$ cat src/rtl/bwc_pkg.sv
// Shared types and constants of the barcode whitelist counter.
// Used by the table memory, the sequencer, the top level and the checker.
package bwc_pkg;

  localparam int unsigned KEY_W       = 64;
  localparam int unsigned COUNT_W     = 32;
  localparam int unsigned TOTAL_W     = 40;
  localparam int unsigned IDX_W       = 10;
  localparam int unsigned BASES_W     = 6;
  localparam int unsigned MAX_BASES   = 32;
  localparam logic [BASES_W-1:0] BASES_RESET = 6'd16;

  localparam logic [COUNT_W-1:0] COUNT_MAX = {COUNT_W{1'b1}};
  localparam logic [TOTAL_W-1:0] TOTAL_MAX = {TOTAL_W{1'b1}};

  typedef enum logic [1:0] {
    FUNC_LOAD    = 2'd0,
    FUNC_OBSERVE = 2'd1,
    FUNC_QUERY   = 2'd2
  } func_e;

  typedef enum logic [1:0] {
    ST_OK   = 2'd0,
    ST_DUP  = 2'd1,
    ST_FULL = 2'd2,
    ST_MISS = 2'd3
  } status_e;

  typedef struct packed {
    func_e              func;
    logic [KEY_W-1:0]   key;
    logic               unknown_base;
    logic [COUNT_W-1:0] start_count;
  } item_t;

  typedef struct packed {
    logic [KEY_W-1:0]   key;
    logic [COUNT_W-1:0] count;
  } entry_t;

  typedef struct packed {
    status_e            status;
    logic [IDX_W-1:0]   entry_index;
    logic [COUNT_W-1:0] hit_count;
    logic [TOTAL_W-1:0] observed_total;
  } res_t;

endpackage

$ cat src/rtl/bwc_ctrl.sv
// Sequencer of the whitelist counter: binary search, insertion shift and count update.
// Depends on bwc_pkg; drives the ports of bwc_table.
module bwc_ctrl
  import bwc_pkg::*;
#(
  parameter int unsigned TABLE_ENTRIES = 1024
) (
  input  logic                             clk_i,
  input  logic                             rst_ni,
  input  logic                             item_valid_i,
  input  item_t                            item_i,
  output logic                             item_ready_o,
  output logic                             res_valid_o,
  output res_t                             res_o,
  input  logic                             res_ready_i,
  output logic                             mem_we_o,
  output logic [$clog2(TABLE_ENTRIES)-1:0] mem_waddr_o,
  output entry_t                           mem_wdata_o,
  output logic                             mem_re_o,
  output logic [$clog2(TABLE_ENTRIES)-1:0] mem_raddr_o,
  input  entry_t                           mem_rdata_i
);

  localparam int unsigned AW = $clog2(TABLE_ENTRIES);
  localparam int unsigned LW = $clog2(TABLE_ENTRIES + 1);
  localparam int unsigned EW = (LW > IDX_W) ? LW : IDX_W;
  localparam logic [LW-1:0] FULL_LEVEL = LW'(TABLE_ENTRIES);

  typedef enum logic [2:0] {
    S_IDLE,
    S_SEARCH,
    S_DECIDE,
    S_SHIFT,
    S_WRITE,
    S_DONE
  } state_e;

  state_e             state_q, state_d;
  item_t              item_q, item_d;
  logic [LW-1:0]      lo_q, lo_d, hi_q, hi_d, mid_q, mid_d, sh_q, sh_d;
  logic               pend_q, pend_d;
  logic [LW-1:0]      loaded_q, loaded_d;
  logic [TOTAL_W-1:0] total_q, total_d;
  status_e            status_q, status_d;
  logic [IDX_W-1:0]   ridx_q, ridx_d;
  logic [COUNT_W-1:0] rcnt_q, rcnt_d;

  logic               key_lt, found;
  logic [LW-1:0]      lo_s, hi_s, mid_s, span_s;
  logic [LW-1:0]      last_idx, sh_inc, sh_dec, mid_inc;
  logic [EW-1:0]      p_ext;
  logic [COUNT_W-1:0] cnt_inc;
  logic [TOTAL_W:0]   sum_one, sum_start;
  logic [TOTAL_W-1:0] total_one, total_start;

  assign key_lt   = mem_rdata_i.key < item_q.key;
  assign mid_inc  = mid_q + LW'(1);
  assign last_idx = loaded_q - LW'(1);
  assign sh_inc   = sh_q + LW'(1);
  assign sh_dec   = sh_q - LW'(1);
  assign p_ext    = EW'(lo_q);
  assign found    = (lo_q < loaded_q) && (mem_rdata_i.key == item_q.key);
  assign cnt_inc  = (mem_rdata_i.count == COUNT_MAX) ? COUNT_MAX
                                                     : mem_rdata_i.count + COUNT_W'(1);

  // Bit TOTAL_W of either sum is set exactly when the total would pass its ceiling.
  assign sum_one     = {1'b0, total_q} + (TOTAL_W + 1)'(1);
  assign sum_start   = {1'b0, total_q} + (TOTAL_W + 1)'(item_q.start_count);
  assign total_one   = sum_one[TOTAL_W] ? TOTAL_MAX : sum_one[TOTAL_W-1:0];
  assign total_start = sum_start[TOTAL_W] ? TOTAL_MAX : sum_start[TOTAL_W-1:0];

  // One search step: narrow the window with the entry read last cycle, then pick the
  // next midpoint.
  always_comb begin
    lo_s = lo_q;
    hi_s = hi_q;
    if (pend_q) begin
      if (key_lt) begin
        lo_s = mid_inc;
      end else begin
        hi_s = mid_q;
      end
    end
    span_s = hi_s - lo_s;
    mid_s  = lo_s + (span_s >> 1);
  end

  always_comb begin
    state_d     = state_q;
    item_d      = item_q;
    lo_d        = lo_q;
    hi_d        = hi_q;
    mid_d       = mid_q;
    sh_d        = sh_q;
    pend_d      = pend_q;
    loaded_d    = loaded_q;
    total_d     = total_q;
    status_d    = status_q;
    ridx_d      = ridx_q;
    rcnt_d      = rcnt_q;
    mem_we_o    = 1'b0;
    mem_waddr_o = lo_q[AW-1:0];
    mem_wdata_o = mem_rdata_i;
    mem_re_o    = 1'b0;
    mem_raddr_o = mid_s[AW-1:0];

    case (state_q)
      S_IDLE: begin
        if (item_valid_i) begin
          item_d  = item_i;
          lo_d    = '0;
          hi_d    = loaded_q;
          pend_d  = 1'b0;
          state_d = S_SEARCH;
        end
      end

      S_SEARCH: begin
        lo_d = lo_s;
        hi_d = hi_s;
        if (lo_s < hi_s) begin
          mem_re_o    = 1'b1;
          mem_raddr_o = mid_s[AW-1:0];
          mid_d       = mid_s;
          pend_d      = 1'b1;
        end else begin
          // The window has closed on the insertion point; fetch that entry if it exists.
          mem_re_o    = lo_s < loaded_q;
          mem_raddr_o = lo_s[AW-1:0];
          pend_d      = 1'b0;
          state_d     = S_DECIDE;
        end
      end

      S_DECIDE: begin
        status_d = ST_MISS;
        ridx_d   = '0;
        rcnt_d   = '0;
        state_d  = S_DONE;
        case (item_q.func)
          FUNC_LOAD: begin
            if (found) begin
              status_d = ST_DUP;
              ridx_d   = p_ext[IDX_W-1:0];
              rcnt_d   = mem_rdata_i.count;
            end else if (loaded_q == FULL_LEVEL) begin
              status_d = ST_FULL;
            end else if (loaded_q != lo_q) begin
              mem_re_o    = 1'b1;
              mem_raddr_o = last_idx[AW-1:0];
              sh_d        = last_idx;
              state_d     = S_SHIFT;
            end else begin
              state_d = S_WRITE;
            end
          end
          default: begin
            if (!item_q.unknown_base && found) begin
              status_d = ST_OK;
              ridx_d   = p_ext[IDX_W-1:0];
              if (item_q.func == FUNC_OBSERVE) begin
                mem_we_o          = 1'b1;
                mem_waddr_o       = lo_q[AW-1:0];
                mem_wdata_o.key   = mem_rdata_i.key;
                mem_wdata_o.count = cnt_inc;
                total_d           = total_one;
                rcnt_d            = cnt_inc;
              end else begin
                rcnt_d = mem_rdata_i.count;
              end
            end
          end
        endcase
      end

      S_SHIFT: begin
        // Move the entry read last cycle up by one while fetching the one below it;
        // the read and the write never address the same entry in one cycle.
        mem_we_o    = 1'b1;
        mem_waddr_o = sh_inc[AW-1:0];
        mem_wdata_o = mem_rdata_i;
        if (sh_q == lo_q) begin
          state_d = S_WRITE;
        end else begin
          mem_re_o    = 1'b1;
          mem_raddr_o = sh_dec[AW-1:0];
          sh_d        = sh_dec;
        end
      end

      S_WRITE: begin
        mem_we_o          = 1'b1;
        mem_waddr_o       = lo_q[AW-1:0];
        mem_wdata_o.key   = item_q.key;
        mem_wdata_o.count = item_q.start_count;
        loaded_d          = loaded_q + LW'(1);
        total_d           = total_start;
        status_d          = ST_OK;
        ridx_d            = p_ext[IDX_W-1:0];
        rcnt_d            = item_q.start_count;
        state_d           = S_DONE;
      end

      S_DONE: begin
        if (res_ready_i) begin
          state_d = S_IDLE;
        end
      end

      default: begin
        state_d = S_IDLE;
      end
    endcase
  end

  always_ff @(posedge clk_i or negedge rst_ni) begin
    if (!rst_ni) begin
      state_q  <= S_IDLE;
      pend_q   <= 1'b0;
      loaded_q <= '0;
      total_q  <= '0;
    end else begin
      state_q  <= state_d;
      pend_q   <= pend_d;
      loaded_q <= loaded_d;
      total_q  <= total_d;
    end
  end

  always_ff @(posedge clk_i) begin
    item_q   <= item_d;
    lo_q     <= lo_d;
    hi_q     <= hi_d;
    mid_q    <= mid_d;
    sh_q     <= sh_d;
    status_q <= status_d;
    ridx_q   <= ridx_d;
    rcnt_q   <= rcnt_d;
  end

  assign item_ready_o         = state_q == S_IDLE;
  assign res_valid_o          = state_q == S_DONE;
  assign res_o.status         = status_q;
  assign res_o.entry_index    = ridx_q;
  assign res_o.hit_count      = rcnt_q;
  assign res_o.observed_total = total_q;

endmodule

$ cat config.mk
export PLATFORM = sky130hd
export DESIGN_NAME = bwc_ctrl
export DESIGN_NICKNAME = d
export VERILOG_FILES = /design/src/rtl/bwc_pkg.sv /design/src/rtl/bwc_ctrl.sv
export SDC_FILE = /design/constraint.sdc
export NUM_CORES = 1
export LEC_CHECK = 0
export ABC_AREA = 1
export BUFFER_PORTS_ARGS = -buffer_cell sky130_fd_sc_hd__clkbuf_2
export CELL_PAD_IN_SITES_DETAIL_PLACEMENT = 1
export CELL_PAD_IN_SITES_GLOBAL_PLACEMENT = 1
export CORE_MARGIN = 4
export CORE_UTILIZATION = 42
export CTS_BUF_LIST = sky130_fd_sc_hd__clkbuf_16
export DETAILED_ROUTE_END_ITERATION = 12
export PLACE_DENSITY_LB_ADDON = 0.1
export SLEW_MARGIN = 0
export SYNTH_ARGS = -nofsm -noshare
export SYNTH_HDL_FRONTEND = slang
export SYNTH_SLANG_ARGS = --single-unit
$ cat constraint.sdc
create_clock -name clk_i -period 20.9 [get_ports clk_i]
set_input_delay 4.18 -clock clk_i [delete_from_list [all_inputs] [get_ports clk_i]]
set_output_delay 4.18 -clock clk_i [all_outputs]
set_load 0.01 [all_outputs]
### Yosys cells after proc, flatten, opt, wreduce, memory -nomap -nowiden

Cells that the tools add are included.

* register bits: 242
* output and inout port bits: 204
* word-level logic and storage cells: 137
* input bits: 199

* reduce and logical (&&, ||, !) cells: 15
* eq/ne operators: 23
* $add $sub $neg: 10
* order comparisons: 4
* multiplexer cells: 70

Operator list (count)
* two-way mux 32 bit: 8
* two-way mux 40 bit: 5
* case mux 96 bit (2 select lines): 1
* two-way mux 11 bit: 11
* two-way mux 10 bit: 10
* case mux 40 bit (2 select lines): 1
* case mux 11 bit (2 select lines): 3
* == test 64 bit: 1
* less-than comparator 64 bit: 1
* case mux 32 bit (2 select lines): 1
* adder 40 x 1 -> 41 bit, second input constant: 1
* adder 40 x 32 -> 41 bit: 1
* less-than comparator 11 bit: 3
* adder 32 x 1 -> 32 bit, second input constant: 1
* == test 32 bit, second input constant: 1
* case mux 10 bit (3 select lines): 1
* two-way mux 3 bit: 8
* adder 11 x 1 -> 11 bit, second input constant: 2
* != test 2 bit, second input constant: 11
* subtractor 11 x 1 -> 11 bit, second input constant: 2
* case mux 10 bit (2 select lines): 1
* case mux 3 bit (6 select lines): 1
* two-way mux 1 bit: 12
* adder 11 x 10 -> 11 bit: 1
* 23 further kinds: 34

### Longest topological paths before layout

Gate-level depths: netlist of run 1.

* word-level depth: 10
* gate-level depth with buffers: 37

### Worst setup path after synthesis of run 1

Ideal clock, no wire load.

* path kind: input-to-output
* start point: input mem_rdata_i[79] (netlist name)
* end point: output mem_raddr_o[9]
* arrival: 8373 ps
* required time: 16720 ps
* buffers on the path: 1
* slack: 8347 ps
* cell stages on the path: 32
* cell sequence: ha_1 nand2_1 nor2_1 nand2_1 nor2_1 nand3_1 nor2_1 nand2_1 nand4_1 nand2_1 clkbuf_1 nand2_1 o21ai_0 ha_1 nand2_1 o21ai_0 a21oi_1 o21ai_0 a31oi_1 nor2_1 nor2_1 xor2_1 inv_1 ha_1 nand2_1 nor3_1 nand3_1 o2111ai_1 xnor2_1 o21ai_0 nand2_1 nand2_1

* word-level cells in the longest chain between the ends: 10
* elaborated cells between the ends (all ways): 17
* classes of those cells: add/sub: 2; order compare: 2; eq/ne: 1; mux: 11; reduce/logical: 1

RTL lines
* from (decl): line bwc_ctrl.sv:21 `input entry_t mem_rdata_i`
* less-than comparator 64 bit: line bwc_ctrl.sv:56 `assign key_lt = mem_rdata_i.key < item_q.key;`
* two-way mux 11 bit: line bwc_ctrl.sv:78 `if (key_lt) begin`
* two-way mux 11 bit: line bwc_ctrl.sv:77 `if (pend_q) begin`
* subtractor 11 bit: line bwc_ctrl.sv:84 `span_s = hi_s - lo_s;`
* adder 11 x 10 -> 11 bit: line bwc_ctrl.sv:85 `mid_s = lo_s + (span_s >> 1);`
* two-way mux 10 bit: line bwc_ctrl.sv:148 `end else if (loaded_q != lo_q) begin`
* two-way mux 10 bit: line bwc_ctrl.sv:146 `end else if (loaded_q == FULL_LEVEL) begin`
* two-way mux 10 bit: line bwc_ctrl.sv:142 `if (found) begin`
* two-way mux 10 bit: line bwc_ctrl.sv:140 `case (item_q.func)`
* case mux 10 bit (3 select lines) (*): line bwc_ctrl.sv:107 `case (state_q)`
* to (decl): line bwc_ctrl.sv:20 `output logic [$clog2(TABLE_ENTRIES)-1:0] mem_raddr_o,`

Every way passes the cells marked *; elsewhere a longest branch is shown, timed or not.

### Final worst setup path of run 1

* start point: input mem_rdata_i[87] (netlist name)
* end point: output mem_raddr_o[9]

* word-level cells in the longest chain between the ends: 10
* elaborated cells between the ends (all ways): 17
* classes of those cells: add/sub: 2; order compare: 2; eq/ne: 1; mux: 11; reduce/logical: 1

RTL lines
* less-than comparator 64 bit (*): line bwc_ctrl.sv:56
* two-way mux 11 bit (*): line bwc_ctrl.sv:78
* two-way mux 11 bit (*): line bwc_ctrl.sv:77
* via lo_s[1]: line bwc_ctrl.sv:49 `logic [LW-1:0] lo_s, hi_s, mid_s, span_s;`
* subtractor 11 bit: line bwc_ctrl.sv:84
* adder 11 x 10 -> 11 bit: line bwc_ctrl.sv:85
* two-way mux 10 bit: line bwc_ctrl.sv:148
* two-way mux 10 bit: line bwc_ctrl.sv:146
* two-way mux 10 bit: line bwc_ctrl.sv:142
* two-way mux 10 bit: line bwc_ctrl.sv:140
* case mux 10 bit (3 select lines) (*): line bwc_ctrl.sv:107

The timed path passes the listed nets; every way through them passes the cells marked *.

==> flow_summary.yaml, run 1 <==
outcome:
  status: "finished clean"
hold_path:
  hold_class: "reg -> reg"
  hold_start: "loaded_q[8]"
  min_to: "loaded_q[8]"
  whs_path_depth: 1
sta:
  fin_skew_ns: 0.0104
  fin_crit_ns: 14.03
  setup_ws_ns: 6.87
  worst_slew_pin_slew_ns: 1.20
  period_share: 0.671
  slew_headroom: 0.197
  hold_violations: 0
  setup_viol_count_final: 0
  slew_viol_final: 0
  fin_tns_setup_ns: 0
  fmax_ghz: 0.0713
  rsz0062_at_grt: "false"
layout:
  drive_above_1_share: 0.159
  final_cell_area_mm2: 0.0238
  fillCellCount: 6265
  final_nets: 3526
  syn_to_final_growth_pct: 17.6
setup_path:
  crit_buf_inv: 4
  max_stage_delay_ns: 0.61
  critPathMaxFanout: 17
  timing.rr.start: "item_q[88]"
  ff2ff_path_depth: 25
  r2r-end: "mid_q[10]"
  worstPathArrival_ns: 9.85
  worstPathRequired_ns: 16.72
  crit_slowest_cell: "o21ai_0"
  crit_family: "compound AO/OA/AOI/OAI gates"
  worstSetupStartpointType: "input pin"
  criticalPathCategory: "in -> out"
  crit_top_cell: "nand2_1"
  reg2reg_setup_slack_ns: 14.90
  cp-end-kind: "primary output"
die:
  die_h_um: 227
  die_width_um: 227
  std_cell_rows: 80
  ios: 403
  core_mm2: 0.0476
  initial_core_util: 0.424
  die_area_mm2: 0.0517
placement:
  port_buffers: 402
  place_ws_ns: 6.94
  placed_area_mm2: 0.0228
  hpwl_um: 67700
  routabilityCongestion: 0.954
synthesis:
  avgSynthCellArea_um2: 7.18
  syn-cell-area_mm2: 0.0202
  synth-seq-cells: 242
  ys_seq_area_frac: 0.346
  synth_top_flop_cell: "edfxtp_1"
  synthDistinctLibCells: 51
  synth_edf_count: 187
  synth_warnings: 0
  syn_inst: 2817
  ys_async_sr_fraction: 0.227
  syn-num-nets: 3164
clock_network:
  cts_resized: 0
  cts_buffer_depth: 3
  clk_latency_ns: 0.59
  ctsHoldBuffers: 0
  numCtsBuffers: 30
  cts_setup_buffers: 0
  cts_sinks: 242
  clk_pin_slew_ns: 0.06
  tritoncts: "built"
  htreeDepth: 1
  clockRootBuffer: "clkbuf_16"
power:
  vdd_ir_drop_max_mv: 0.124
  p_leak_uw: 0.0116
  power.density_mw_per_mm2: 164
grt:
  met3_usage: 0.0507
  grt_pass1_wl_um: 127000
  grt_use_total: 0.316
  grt_overflow: 0
  grt_util_met1: 0.432
  use_met2: 0.515
  grt_max_degree: 125
  grt_most_used_layer: "met2"
  grt_pass1_vias: 21800
  antenna_found_initial: 8
routing:
  drc: 0
  wl_um: 84700
  firstDrtPassIters: 6
  route.detailed.wl_per_inst_um: 22.1
  num_vias: 21700
  antenna_left: 0
  drt-initial-drc-count: 1726
  vias_per_cell: 5.67
flow_run:
  drv_cap: 0
## worst register-to-register path, delay by kind of cell, from the launching register on
kind / cells / cell delay [ns]
compound gates: 9 / 2.39
simple gates: 8 / 1.12
xor+xnor: 2 / 0.27
buf+inv: 3 / 0.45
fa+ha+maj: 3 / 1.09
flops: 1 / 0.40
## Yosys cell counts, types with 2 or more instances
cell | n | area [um^2]
nand2_1 | 766 | 2880
inv_1 | 346 | 1300
nor2_1 | 224 | 841
o21ai_0 | 222 | 1110
edfxtp_1 | 187 | 5620
nand3_1 | 181 | 906
ha_1 | 145 | 1810
a21oi_1 | 122 | 611
nor3_1 | 107 | 536
xor2_1 | 90 | 788
clkbuf_1 | 60 | 225
nand4_1 | 56 | 350
dfrtp_1 | 55 | 1380
o211ai_1 | 42 | 315
xnor2_1 | 22 | 193
buf_2 | 21 | 105
a31oi_1 | 14 | 87.6
nor4_1 | 13 | 81.3
o221ai_1 | 13 | 114
a21o_1 | 11 | 82.6
or2_2 | 11 | 68.8
o21ai_1 | 10 | 50.1
o21bai_1 | 10 | 75.1
o31ai_1 | 9 | 67.6
o22ai_1 | 8 | 50.1
clkinv_1 | 6 | 22.5
nand3b_1 | 6 | 45.0
buf_1 | 5 | 18.8
mux2i_1 | 5 | 50.1
a21boi_0 | 4 | 30.0
inv_2 | 4 | 15.0
nor2_2 | 4 | 25.0
nor2_4 | 4 | 45.0
nor3b_1 | 4 | 30.0
o2111ai_1 | 4 | 35.0
fa_1 | 3 | 60.1
nand3_2 | 3 | 30.0
o21a_1 | 3 | 22.5
a31o_2 | 2 | 17.5
and3_1 | 2 | 12.5
buf_6 | 2 | 22.5
nand2_2 | 2 | 12.5
## metal layers
layer  wire [um]  up-vias
li1            -    10200
met3        5730      141
met4        2820        4
met2       39100      749
met1       37000    10600
met5          27        -
## cells by family (layout without fill, tap and decap cells)
group           Yosys count  count (layout)  synth area share
flops                   242             242             0.346
other cells               0               7                 0
xor+xnor                112             112            0.0485
compound gates          475             475             0.133
mux                       5               5           0.00248
buf+inv                 446             832            0.0851
simple gates           1389            1389             0.293
fa+ha+maj               148             148            0.0927
## layout make-up
class | count | area (um^2) | share of cell area
repair buffers | 419 | 2140 | 0.0900
flip-flops and latches | 242 | 6990 | 0.294
well taps | 615 | 769 | 0.0324
clock buffers | 35 | 876 | 0.0368
multi-input cells | 2129 | 11500 | 0.485
diodes | 7 | 17.5 | 0.000737
inverters | 357 | 1350 | 0.0566
clock inverters | 21 | 100 | 0.00421
## how the worst max path moves through the flow
| stage | end | depth (start not counted) | startpoint |
|---|---|---|---|
| 6_report | mem_raddr_o[9] | 27 | mem_rdata_i[87] |
| 5_1_grt | mem_raddr_o[6] | 26 | mem_rdata_i[95] |
| 4_1_cts | mem_raddr_o[9] | 27 | mem_rdata_i[87] |
| 3_5_place_dp | mem_raddr_o[9] | 28 | mem_rdata_i[79] |
| 3_3_place_gp | mem_raddr_o[9] | 27 | mem_rdata_i[79] |
| 2_1_floorplan | mem_raddr_o[9] | 32 | mem_rdata_i[79] |
## layout by cell type, fill, tap and decap left out, types with 90 or more instances in the layout
master	netlist	routed
a21oi_1	122	122
clkbuf_2	0	402
edfxtp_1	187	187
ha_1	145	145
inv_1	346	352
nand2_1	766	766
nand3_1	181	181
nor2_1	224	219
nor3_1	107	107
o21ai_0	222	221
xor2_1	90	90
## sequential cells by signal (all words and copies together) (netlist names)
signal,cells
lo_q,11
ridx_q,10
pend_q,1
hi_q,11
item_q,99
rcnt_q,32
status_q,2
mid_q,11
loaded_q,11
sh_q,11
total_q,40
state_q,3
## power by group
part	leakage [uW]	internal (uW)	switching, uW
clock	0.000515	297	220
combinational	0.00857	796	1660
sequential	0.00250	745	172
## metrics by stage
| stage | power, uW | std cells | hold slack [ns] | utilization |
|---|---|---|---|---|
| floorplan | 2440 | 2817 | 0.484 | - |
| detailed placement | 3340 | 3762 | 0.512 | 0.478 |
| CTS | 3880 | 3818 | 0.524 | 0.499 |
| global route | 4210 | 3821 | 0.558 | 0.499 |
| global placement | 3250 | 3762 | 0.505 | 0.478 |
| finish | 3890 | 3825 | 0.520 | 0.499 |
No activity file was read; power rests on OpenSTA's default activity.
==> run 2: changes to the inputs <==
- ABC_AREA: 1 -> 0
- CORE_UTILIZATION: 42 -> 38
- clock period: 20.9 -> 12.19 ns (I/O delays scaled with it)
==> run 2 against run 1 <==
Sequential share of layout area is 2.7 points higher; synthesized cell count shrank 27%; clock skew increased by 0.020 ns; clock power increased by 83%; utilization down 3.6 points; power up 54%.
==> flow_summary.yaml, run 2 <==
routing:
  wl_um: 71400
  drc: 0
  drt-initial-drc-count: 1207
  num_vias: 17600
  route.detailed.wl_per_inst_um: 23.4
  vias_per_cell: 5.76
  firstDrtPassIters: 5
  antenna_left: 0
synthesis:
  syn-num-nets: 2401
  yosysTopAreaCell: "edfxtp_1"
  netlist_top_cells_area: "edfxtp_1, ha_1, dfrtp_1, a21oi_1, o21ai_0"
  synth-compound-area-share: 0.208
  synth_fa_ha_area_frac: 0.103
  avgSynthCellArea_um2: 8.86
  ys_seq_area_frac: 0.384
  ys_async_sr_fraction: 0.227
  syn-cell-area_mm2: 0.0182
  synth_warnings: 0
  synthSimpleGateAreaFrac: 0.181
  synth_top_family_by_area: "compound AO/OA/AOI/OAI gates"
  netlist_top_cells_count: "nand2_1, a21oi_1, edfxtp_1"
  synth-seq-cells: 242
  synth_xor_area_frac: 0.0505
  synthDistinctLibCells: 92
  netlist.area_leader.share: 0.309
  synth_edf_count: 187
  yosysMostFrequentCell: "nand2_1"
  synth_top_flop_cell: "edfxtp_1"
  synthMuxAreaShare: 0.0217
  syn_inst: 2054
clock_network:
  ctsHoldBuffers: 0
  cts_sinks: 242
  clockRootBuffer: "clkbuf_16"
  clk_pin_slew_ns: 0.06
  cts_buffer_depth: 3
  numCtsBuffers: 34
  cts_setup_buffers: 0
  cts_resized: 0
  htreeDepth: 2
  tritoncts: "built"
  clk_latency_ns: 0.54
die:
  ios: 403
  initial_core_util: 0.388
  std_cell_rows: 79
  core_mm2: 0.0470
  die_area_mm2: 0.0515
  die_h_um: 227
  die_width_um: 227
layout:
  final_cell_area_mm2: 0.0218
  final_cell_mix: "clkbuf_2, nand2_1, a21oi_1, edfxtp_1, o21ai_0"
  layout_commonest_cell: "clkbuf_2"
  fin_cells: 3057
  reg_top3: "item_q (99), total_q (40), rcnt_q (32)"
  fillCellCount: 5602
  final_nets: 2763
  largest_reg_flops: 99
  regMostFlops: "item_q"
  syn_to_final_growth_pct: 19.6
  drive_above_1_share: 0.215
setup_path:
  crit_buf_inv: 3
  worstPathArrival_ns: 8.24
  max_stage_delay_ns: 0.55
  crit_family: "compound AO/OA/AOI/OAI gates"
  worstSetupStartpointType: "input pin"
  critPathMaxFanout: 11
  worstPathRequired_ns: 9.75
  cp-end-kind: "primary output"
  crit_top_cell: "ha_1"
  crit_slowest_cell: "nand3_1"
  criticalPathCategory: "in -> out"
sta:
  fin_tns_setup_ns: 0
  fin_skew_ns: 0.0300
  fmax_ghz: 0.0937
  fin_crit_ns: 10.67
  hold_violations: 0
  setup_viol_count_final: 0
  rsz0062_at_grt: "false"
  period_share: 0.876
  slew_headroom: 0.185
  slew_viol_final: 0
  worst_slew_pin_slew_ns: 1.21
placement:
  routabilityCongestion: 0.925
  hpwl_um: 55200
  placed_area_mm2: 0.0207
  port_buffers: 402
  placed_cells: 2987
grt:
  grt_pass1_vias: 18000
  grt_most_used_layer: "met2"
  grt_util_met1: 0.333
  grt_max_degree: 82
  grt_use_total: 0.269
  grt_overflow: 0
  grt_pass1_wl_um: 107000
  met3_usage: 0.0602
  antenna_found_initial: 13
  use_met2: 0.456
power:
  power.density_mw_per_mm2: 276
  vdd_ir_drop_max_mv: 0.485
  p_leak_uw: 0.00980
outcome:
  status: "finished clean"
flow_run:
  drv_cap: 0
hold_path:
  hold_class: "reg -> reg"
[run 2: changes by cell type after synthesis, moves of 19 or more]
cell,before,now
and3_1,2,21
o21ai_0,222,182
nand3_1,181,76
nor2b_1,0,21
xor2_1,90,47
inv_1,346,138
a22oi_1,0,40
nor3_1,107,34
o211ai_1,42,11
nand2_1,766,236
nor2_1,224,151
xnor2_1,22,58
a21oi_1,122,187
[run 2: cell type report]
type / count / area, um^2 / share of cell area
antenna: 9 / 22.5 / 0.00103
clock buffer: 37 / 926 / 0.0425
clock inverter: 24 / 106 / 0.00489
inverter: 140 / 526 / 0.0241
multi-input combinational: 1578 / 10300 / 0.473
sequential: 242 / 6990 / 0.321
tap: 607 / 759 / 0.0349
timing repair buffer: 420 / 2150 / 0.0986
[run 2: kinds of logic (layout without fill, tap and decap cells)]
logic type,Yosys count,count (layout)
adder cells (fa/ha/maj),148,148
buffers and inverters,234,621
other,0,9
flip-flops,242,242
XOR/XNOR,105,105
multiplexers,37,37
AO/OA/AOI/OAI,613,613
AND/OR/NAND/NOR,675,675
[run 2: metrics by stage]
step,setup WS [ns],hold slack (ns),power [uW],util
2_1_floorplan,2.70,0.467,3830,-
3_3_place_gp,1.62,0.499,4970,0.441
3_5_place_dp,1.45,0.509,5060,0.441
4_1_cts,1.43,0.518,6040,0.463
5_1_grt,0.913,0.533,6470,0.463
6_report,1.52,0.523,6010,0.464
[run 2: final timing paths]
check / startpoint / slack (ns) / cells past startpoint / to
worst max-delay path: mem_rdata_i[70] / 1.52 / 25 / mem_raddr_o[9]
worst min-delay path: loaded_q[3] / 0.52 / 1 / loaded_q[3]
worst max register to register: item_q[68] / 6.21 / 24 / mid_q[10]
worst min register to register: loaded_q[3] / 0.52 / 1 / loaded_q[3]
max in group asynchronous: rst_ni / 9.54 / 2 / total_q[2]
min in group asynchronous: rst_ni / 2.04 / 2 / total_q[31]
[run 2: metal layers]
layer  routed length [um]  vias up  share of wire
met3                 5010      131          0.070
met1                29000     8657           0.41
met5                   58        -        0.00081
met4                 2960        8          0.041
li1                     -     8276              -
met2                34400      542           0.48
[run 2: where the power goes]
part | internal, uW | switching, uW | leakage (uW)
Sequential | 1280 | 310 | 0.00249
Clock | 544 | 402 | 0.000554
Combinational | 1330 | 2130 | 0.00675
==> run 3: changes to the inputs <==
- RECOVER_POWER: not set -> 100
==> run 3 against run 2 <==
The flow now finishes with violations (capacitance limit, slew limit); global-route usage unchanged; flip-flop and latch count unchanged; maximum frequency decreased by 3.8%; cell count about the same; sequential share of layout area increased by 0.57 points; worst hold slack got worse by 0.0062 ns; clock-buffer cell count unchanged; via count increased by 0.44%; critical path type unchanged.
==> flow_summary.yaml, run 3 (same netlist as run 2, synthesis figures left out) <==
placement:
  place_ws_ns: 1.45
  port_buffers: 402
  routabilityCongestion: 0.925
  hpwl_um: 55200
die:
  die_area_mm2: 0.0515
  initial_core_util: 0.388
  std_cell_rows: 79
  die_width_um: 227
  core_mm2: 0.0470
  die_h_um: 227
  ios: 403
clock_network:
  tritoncts: "built"
  numCtsBuffers: 34
  clk_latency_ns: 0.54
  ctsHoldBuffers: 0
  cts_setup_buffers: 0
  cts_resized: 0
  clk_pin_slew_ns: 0.05
  htreeDepth: 2
  cts_sinks: 242
  cts_buffer_depth: 3
  clockRootBuffer: "clkbuf_16"
flow_run:
  drv_cap: 12
grt:
  grt_pass1_wl_um: 107000
  grt_overflow: 0
  grt_max_degree: 82
  grt_use_total: 0.269
  grt_pass1_vias: 18000
  antenna_found_initial: 13
setup_path:
  worstSetupStartpointType: "input pin"
  criticalPathCategory: "in -> out"
  cp-end-kind: "primary output"
  worstPathArrival_ns: 8.65
  critPathMaxFanout: 11
  worstPathRequired_ns: 9.75
layout:
  layout_commonest_cell: "nand2_1"
  largest_reg_flops: 99
  final_nets: 2763
  postLayoutCoreUtil: 0.455
  multi_input_area_mm2: 0.0102
  syn_to_final_growth_pct: 17.5
  fillCellCount: 5706
  final_cell_mix: "nand2_1, clkbuf_1, clkbuf_2"
  drive_above_1_share: 0.114
  reg_top3: "item_q (99), total_q (40), rcnt_q (32)"
  register_area_mm2: 0.00699
  regMostFlops: "item_q"
routing:
  drt-initial-drc-count: 1216
  route.detailed.wl_per_inst_um: 23.4
  num_vias: 17700
  wl_um: 71600
  firstDrtPassIters: 6
  drc: 0
  antenna_left: 0
  vias_per_cell: 5.79
outcome:
  failed_checks: "capacitance limit, slew limit"
  status: "finished, violations left"
sta:
  period_share: 0.910
  worst_slew_pin_slew_ns: 3.69
  fin_skew_ns: 0.0300
  setup_viol_count_final: 0
  fin_crit_ns: 11.09
  fin_tns_setup_ns: 0
  rsz0062_at_grt: "false"
  slew_viol_final: 558
  slew_headroom: -1.46
  hold_violations: 0
  setup_ws_ns: 1.10
  fmax_ghz: 0.0902
power:
  p_total_uw: 5920
  vdd_ir_drop_max_mv: 0.453
  power.density_mw_per_mm2: 277
  p_leak_uw: 0.00909
hold_path:
  hold_class: "reg -> reg"
==> run 3: worst max-delay path: stages <==
cell	delay, ns
clkbuf_2	0.09
ha_1	0.31
nand4_1	0.17
nor3_1	0.46
nand3_1	0.19
o311ai_0	0.38
a211oi_1	0.12
a21oi_1	0.15
clkbuf_1	0.62
mux2i_1	0.48
inv_1	0.09
ha_1	0.30
nor2b_1	0.15
o31a_1	0.27
o31ai_1	0.39
nand2_1	0.10
a21oi_1	0.18
xnor2_1	0.09
ha_1	0.35
nand2_1	0.07
o21ai_0	0.29
a21oi_1	0.12
o21ba_2	0.21
xnor2_1	0.14
o32a_1	0.35
clkbuf_1	0.13
==> run 3: final cells by class <==
cell class                 instances  share of cell area
clock buffer                      37              0.0433
inverter                         140              0.0246
tap                              607              0.0355
timing repair buffer             420              0.0861
antenna                            7            0.000819
sequential                       242               0.327
clock inverter                    24             0.00497
multi-input combinational       1578               0.478
==> run 3: final timing paths <==
check / cells past startpoint / start / slack [ns] / to
min in group asynchronous: 2 / rst_ni / 3.14 / total_q[31]
worst min-delay path: 1 / loaded_q[3] / 0.52 / loaded_q[3]
max in group asynchronous: 2 / rst_ni / 7.04 / total_q[2]
worst min register to register: 1 / loaded_q[3] / 0.52 / loaded_q[3]
worst max register to register: 7 / state_q[2] / 5.78 / total_q[34]
worst max-delay path: 26 / mem_rdata_i[70] / 1.10 / mem_raddr_o[9]
==> run 3: power by group <==
| group | leakage [uW] | switching (uW) | internal [uW] | total [uW] |
|---|---|---|---|---|
| Clock | 0.000554 | 401 | 544 | 945 |
| Sequential | 0.00249 | 310 | 1300 | 1610 |
| Combinational | 0.00604 | 2130 | 1240 | 3360 |
| Total | 0.00909 | 2840 | 3080 | 5920 |
==> run 3: routing by layer <==
layer | routed length [um] | vias to the layer above | track usage
li1 | - | 8275 | -
met1 | 28900 | 8710 | 0.333
met2 | 34500 | 567 | 0.456
met3 | 5110 | 132 | 0.0602
met4 | 3000 | 8 | 0.108
met5 | 57 | - | 0
==> run 3: metrics by stage <==
| step | area, um^2 | cells | hold slack, ns |
|---|---|---|---|
| 6_report | 21400 | 3055 | 0.517 |
| 4_1_cts | 21700 | 3048 | 0.518 |
| 3_5_place_dp | 20700 | 2987 | 0.509 |
| 3_3_place_gp | 20700 | 2987 | 0.499 |
| 2_1_floorplan | 18200 | 2054 | 0.467 |
| 5_1_grt | 21400 | 3053 | 0.533 |
